--- src/rtl/peak_velocity_magnitude_hold_top_macros.svh ---
// Assertion macros used by the peak velocity hold RTL.
// Each macro samples on the rising edge of clk_i and is disabled during reset.
`ifndef PEAK_VELOCITY_MAGNITUDE_HOLD_TOP_MACROS_SVH
`define PEAK_VELOCITY_MAGNITUDE_HOLD_TOP_MACROS_SVH
`ifndef ASSERT_OFF
// General property check.
`define PVMH_ASSERT(lbl, prop) \
  lbl: assert property (@(posedge clk_i) disable iff (!rst_ni) prop) \
    else $error("pvmh assertion failed");
// Condition that must never be true.
`define PVMH_ASSERT_NEVER(lbl, cond) \
  lbl: assert property (@(posedge clk_i) disable iff (!rst_ni) !(cond)) \
    else $error("pvmh assertion failed");
`else
`define PVMH_ASSERT(lbl, prop)
`define PVMH_ASSERT_NEVER(lbl, cond)
`endif
`endif

--- src/rtl/pvmh_pkg.sv ---
package pvmh_pkg;

  // Field widths.
  localparam int unsigned SAMPLE_W   = 24;
  localparam int unsigned PEAK_W     = 24;
  localparam int unsigned COORD_W    = 8;
  localparam int unsigned GRID_W     = 9;
  localparam int unsigned SCALE_W    = 18;
  localparam int unsigned FRAC_W     = 16;
  localparam int unsigned CFG_IDX_W  = 2;
  localparam int unsigned CFG_DATA_W = 18;
  localparam int unsigned NUM_AXES   = 3;

  // Square root: result bits resolved in each pipeline stage.
  localparam int unsigned SQRT_STEPS = 2;

  // Default store geometry.
  localparam int unsigned MAX_COLUMNS_DEF = 256;
  localparam int unsigned MAX_ROWS_DEF    = 256;

  // Register reset values.
  localparam logic [GRID_W-1:0]  GRID_COLUMNS_RST   = 9'd256;
  localparam logic [GRID_W-1:0]  GRID_ROWS_RST      = 9'd256;
  localparam logic [SCALE_W-1:0] VELOCITY_SCALE_RST = 18'd65536;

  // Configuration register indexes.
  typedef enum logic [CFG_IDX_W-1:0] {
    REG_GRID_COLUMNS   = 2'd0,
    REG_GRID_ROWS      = 2'd1,
    REG_VELOCITY_SCALE = 2'd2
  } pvmh_reg_e;

  // Pipeline control that travels with each sample.
  typedef struct packed {
    logic valid;
    logic oog;
  } pvmh_ctl_t;

  typedef struct packed {
    logic [COORD_W-1:0]         column;
    logic [COORD_W-1:0]         row;
    logic signed [SAMPLE_W-1:0] vel_x;
    logic signed [SAMPLE_W-1:0] vel_y;
    logic signed [SAMPLE_W-1:0] vel_z;
  } pvmh_in_t;

  typedef struct packed {
    logic [PEAK_W-1:0] peak_horizontal;
    logic [PEAK_W-1:0] peak_total;
    logic              out_of_grid;
  } pvmh_out_t;

endpackage

--- src/rtl/pvmh_sqrt.sv ---
module pvmh_sqrt import pvmh_pkg::*; #(
  parameter int unsigned ADDR_W = 16
) (
  input  logic                   clk_i,
  input  logic                   rst_ni,
  input  pvmh_ctl_t              ctl_i,
  input  logic [ADDR_W-1:0]      addr_i,
  input  logic [2*SAMPLE_W-1:0]  hsq_i,
  input  logic [2*SAMPLE_W-1:0]  tsq_i,
  output pvmh_ctl_t              ctl_o,
  output logic [ADDR_W-1:0]      addr_o,
  output logic [SAMPLE_W-1:0]    h_o,
  output logic [SAMPLE_W-1:0]    t_o
);

  localparam int unsigned W     = SAMPLE_W;
  localparam int unsigned RAD_W = 2 * W;
  localparam int unsigned RW    = W + 3;
  localparam int unsigned NST   = W / SQRT_STEPS;
  localparam int unsigned LANES = 2;

  pvmh_ctl_t         ctl_q  [NST];
  logic [ADDR_W-1:0] addr_q [NST];

  logic [RAD_W-1:0] rad_s  [NST][LANES];
  logic [RW-1:0]    rem_s  [NST][LANES];
  logic [W-1:0]     root_s [NST][LANES];
  logic [RAD_W-1:0] rad_d  [NST][LANES];
  logic [RW-1:0]    rem_d  [NST][LANES];
  logic [W-1:0]     root_d [NST][LANES];
  logic [RAD_W-1:0] rad_q  [NST][LANES];
  logic [RW-1:0]    rem_q  [NST][LANES];
  logic [W-1:0]     root_q [NST][LANES];

  // Stage inputs: the first stage starts a fresh root, later ones continue.
  always_comb begin
    rad_s[0][0] = hsq_i;
    rad_s[0][1] = tsq_i;
    for (int l = 0; l < LANES; l++) begin
      rem_s[0][l]  = '0;
      root_s[0][l] = '0;
    end
    for (int s = 1; s < NST; s++) begin
      for (int l = 0; l < LANES; l++) begin
        rad_s[s][l]  = rad_q[s-1][l];
        rem_s[s][l]  = rem_q[s-1][l];
        root_s[s][l] = root_q[s-1][l];
      end
    end
  end

  // Restoring square root: each step brings down two radicand bits and
  // decides one root bit.
  always_comb begin
    logic [RAD_W-1:0] rad_v;
    logic [RW-1:0]    rem_v;
    logic [RW-1:0]    trial_v;
    logic [W-1:0]     root_v;
    for (int s = 0; s < NST; s++) begin
      for (int l = 0; l < LANES; l++) begin
        rad_v  = rad_s[s][l];
        rem_v  = rem_s[s][l];
        root_v = root_s[s][l];
        for (int k = 0; k < SQRT_STEPS; k++) begin
          rem_v   = {rem_v[RW-3:0], rad_v[RAD_W-1 -: 2]};
          rad_v   = {rad_v[RAD_W-3:0], 2'b00};
          trial_v = {RW'(root_v) << 2} | RW'(1);
          if (rem_v >= trial_v) begin
            rem_v  = rem_v - trial_v;
            root_v = {root_v[W-2:0], 1'b1};
          end else begin
            root_v = {root_v[W-2:0], 1'b0};
          end
        end
        rad_d[s][l]  = rad_v;
        rem_d[s][l]  = rem_v;
        root_d[s][l] = root_v;
      end
    end
  end

  // Control pipeline.
  always_ff @(posedge clk_i or negedge rst_ni) begin
    if (!rst_ni) begin
      for (int s = 0; s < NST; s++) begin
        ctl_q[s] <= '0;
      end
    end else begin
      ctl_q[0] <= ctl_i;
      for (int s = 1; s < NST; s++) begin
        ctl_q[s] <= ctl_q[s-1];
      end
    end
  end

  // Datapath pipeline.
  always_ff @(posedge clk_i) begin
    addr_q[0] <= addr_i;
    for (int s = 1; s < NST; s++) begin
      addr_q[s] <= addr_q[s-1];
    end
    for (int s = 0; s < NST; s++) begin
      for (int l = 0; l < LANES; l++) begin
        rad_q[s][l]  <= rad_d[s][l];
        rem_q[s][l]  <= rem_d[s][l];
        root_q[s][l] <= root_d[s][l];
      end
    end
  end

  assign ctl_o  = ctl_q[NST-1];
  assign addr_o = addr_q[NST-1];
  assign h_o    = root_q[NST-1][0];
  assign t_o    = root_q[NST-1][1];

endmodule

--- config.mk ---
export PLATFORM = sky130hd
export DESIGN_NAME = pvmh_sqrt
export DESIGN_NICKNAME = d
export VERILOG_FILES = /design/src/rtl/peak_velocity_magnitude_hold_top_macros.svh /design/src/rtl/pvmh_pkg.sv /design/src/rtl/pvmh_sqrt.sv
export SDC_FILE = /design/constraint.sdc
export NUM_CORES = 2
export LEC_CHECK = 0
export ABC_AREA = 1
export CELL_PAD_IN_SITES_DETAIL_PLACEMENT = 0
export CELL_PAD_IN_SITES_GLOBAL_PLACEMENT = 1
export CORE_ASPECT_RATIO = 0.9
export CORE_UTILIZATION = 45
export DETAILED_ROUTE_END_ITERATION = 12
export DONT_BUFFER_PORTS = 1
export GPL_TIMING_DRIVEN = 0
export PLACE_DENSITY_LB_ADDON = 0.1
export REMOVE_ABC_BUFFERS = 1
export SLEW_MARGIN = 25
export SYNTH_ARGS = -nofsm -noshare
export SYNTH_HDL_FRONTEND = slang
export SYNTH_SLANG_ARGS = --single-unit
--- constraint.sdc ---
create_clock -name clk_i -period 6.3 [get_ports clk_i]
set_clock_uncertainty 0.05 [all_clocks]
set_input_delay 1.575 -clock clk_i [delete_from_list [all_inputs] [get_ports clk_i]]
set_output_delay 1.575 -clock clk_i [all_outputs]
set_load 0.03 [all_outputs]
==> run metrics <==
Ports 182; vias per cell 5.18; setup tns final 0 ns; Buffers on Ports 0; Crit Path Class register to register; Peak Freq ~170 MHz; Setup crit start kind register; endpoints failing setup 0; Rel. slew slack 18.5%; Avg Cell Area, Syn 6.87 sq um; fillers 20400; Top FF cell, synth dfxtp_1; Starting Density 45.5%; CTS clk-pin slew, worst paths 0.06 ns; worst vdd ir 272 uV; DRC errors left 0; final max-slew violation count 0; Design Area, Final 0.0990 sq mm; register-to-register setup slack 0.36 ns; Post-synth EDFFs 0; Core Util, Final 49.7%; Antenna Nets Post-Route 0; Reg-to-Reg Start root_q[1][128]$_DFF_P_; DRT iter0 DRCs 6701; Setup crit end kind register; YS warnings 0; status complete, no violations; Seq/Total Area, Yosys between 30% and 40%; Post-Layout Cell Count 16000; placed insts 15700; Synth top area share between 30% and 40%; # rows 155; Die Y-Extent 428 um; CP max FO 25; worst min-delay path class register to register; Worst Max-Slew Pin Slew approximately 1.2 ns; Post-DP HPWL between 200000 and 250000 um; P&R area growth vs syn 9.14%; Period Utilization, post-route between 90% and 100%; Async S/R FF share, synth 1.52%; WL final between 200000 and 300000 um; FF+latch count, synth around 1600; Cell Pwr Density 401 mW/mm^2; clk root buf clkbuf_16; FF-to-FF path depth 26; Netlist cell types 72; Hold EP rad_q[5][43]$_DFF_P_; gr usage total 26.8%; via count 82900; fin nets approximately 14000; WP data required 6.95 ns; hold bufs inserted after CTS 0; area of the mapped netlist 0.0907 sq mm; maximum clock insertion buffer count 3; final total power 39.7 mW; CTS HTree Levels 4; first-pass GRT wire length 432000 um; CP arrival between 6 and 7 ns; initial antenna violation count 19; Hold Path Stages 0; Pleak 50.3 nW; largest net degree at the start of global routing 37; Hold Worst Slack 0.267 ns; GRT overflow 0; ranking of synthesized cells by area dfxtp_1 34%, nand2_1 15%, ha_1 8.8%, inv_1 7.3%, nor2_1 5.2%; core box area 0.199 sq mm; Final Wtd Congestion 0.968; RR Endpoint rem_q[7][36]$_DFF_P_; Die Area 0.203 sq mm; Max-Cap Viols 0; vias in the first global route 76300; Tmin final 5.94 ns; CTS tree done; Num CTS Buffers 167; drt pass-1 iters 7; hold wc startpoint rad_q[4][39]$_DFF_P_; clk sinks about 1600; layout cells sized above 1 5.70%; Post-synth top cells 3710 x nand2_1, 1774 x inv_1, 1551 x dfxtp_1, 1245 x nor2_1, 867 x nand3_1; clk_lat worst skew 0.83 ns; area post-placement 0.0929 sq mm; dominant cell type by area after synthesis dfxtp_1; final worst slack 0.361 ns; most common cell in the synthesized netlist nand2_1; wire length per cell 17.6 um; post-CTS setup buffer count 0; Place WS -0.588 ns; post-synthesis cell count approximately 13000; Final Hold Fails 0; die width 475 um
[critical path, stage by stage (launching register included)]
cell and delay (ns):
dfxtp_1 0.36, inv_1 0.09, ha_1 0.36, nand2_1 0.09, inv_1 0.08, nand2_1 0.17, nor3_2 0.42, nand2_1 0.10
nand2_1 0.20, nand3_2 0.17, nand2_2 0.43, clkinvlp_4 0.52, a21oi_1 0.22, o21ai_0 0.10, o21ai_0 0.09, inv_1 0.08
ha_1 0.35, nand2_1 0.13, nor2_1 0.15, inv_1 0.09, nor2_1 0.33, nand3_1 0.11, nor2_1 0.25, nand3_1 0.11
nand2_1 0.28, nor2_4 0.17, o21ai_0 0.31
[cells in the final DEF, fill, tap and decap left out, types with 28 or more instances in the layout]
cell / synthesis / final
nand3_1: 867 / 865
dfxtp_1: 1551 / 1551
xnor2_1: 244 / 244
or2_2: 30 / 30
nand3_2: 44 / 45
nand3b_1: 53 / 53
a31oi_1: 36 / 36
nor3_1: 167 / 167
clkbuf_16: 0 / 167
o21bai_1: 58 / 58
nor4_1: 28 / 28
a21o_1: 37 / 37
nand2_1: 3710 / 3708
nor2_1: 1245 / 1245
nand2_2: 87 / 88
ha_1: 640 / 640
o21ai_0: 668 / 667
inv_1: 1774 / 1769
a21oi_2: 60 / 61
a21oi_1: 702 / 700
o21ai_1: 79 / 80
o21a_1: 35 / 35
inv_2: 59 / 56
xor2_1: 270 / 270
nand4_1: 263 / 263
nor2_2: 74 / 74
[state kept, by name, summed over array words and instances (netlist names)]
| signal | cells |
|---|---|
| ctl_q | 22 |
| rem_q | 519 |
| rad_q | 528 |
| addr_q | 192 |
| root_q | 312 |
| ctl_o | 2 |
[how the worst max path moves through the flow]
| stage | from | to | cells after the start |
|---|---|---|---|
| CTS | root_q[2][91]$_DFF_P_ | rem_q[10][36]$_DFF_P_ | 24 |
| global placement | root_q[2][66]$_DFF_P_ | rem_q[10][8]$_DFF_P_ | 20 |
| global route | root_q[1][128]$_DFF_P_ | rem_q[7][36]$_DFF_P_ | 23 |
| detailed placement | root_q[2][66]$_DFF_P_ | rem_q[10][8]$_DFF_P_ | 20 |
| finish | root_q[1][128]$_DFF_P_ | rem_q[7][36]$_DFF_P_ | 26 |
| floorplan | root_q[2][78]$_DFF_P_ | rem_q[10][28]$_DFF_P_ | 27 |
[where the power goes]
group / leakage (nW) / total [mW] / internal, mW / switching (mW)
registers: 13.3 / 13.1 / 11.6 / 1.49
clock network: 2.84 / 10.3 / 6.05 / 4.29
logic: 34.2 / 16.3 / 5.17 / 11.1
[layout make-up]
class,count,area (sq um),area share [%]
multi-input combinational,9608,51000,51.6
sequential,1575,31700,32.0
inverter,1847,6980,7.06
clock buffer,211,4550,4.60
tap,2669,3340,3.37
clock inverter,99,1380,1.39
timing repair inverter,4,25.0,0.0253
antenna,5,12.5,0.0126
[logic make-up (layout without fill, tap and decap cells)]
group                      after synthesis  after routing  synth area share (%)
adders and majority gates              640            640                  8.83
buffers and inverters                 2009           2161                  8.90
other                                    1              9               0.00414
and+or+nand+nor                       6668           6669                  31.5
DFF                                   1575           1575                  34.9
AOI/OAI and AO/OA                     1781           1781                  10.9
xor gates and xnor gates               514            514                  4.97
[metal layers]
layer | vias up | GRT usage (%) | share of wire (%)
li1 | 42400 | - | -
met1 | 37900 | 40.1 | 50
met2 | 2301 | 40.8 | 42
met3 | 261 | 3.43 | 6.4
met4 | 0 | 4.97 | 1.6
met5 | - | 0 | 0
[what timing repair did]
action                                  CTS  global route
endpoints found under the hold margin     0             0
resized for setup                         7            16
gates cloned                              1             4
endpoints found under the setup margin   51            93
Note: power is estimated with default switching activity, not from simulation.
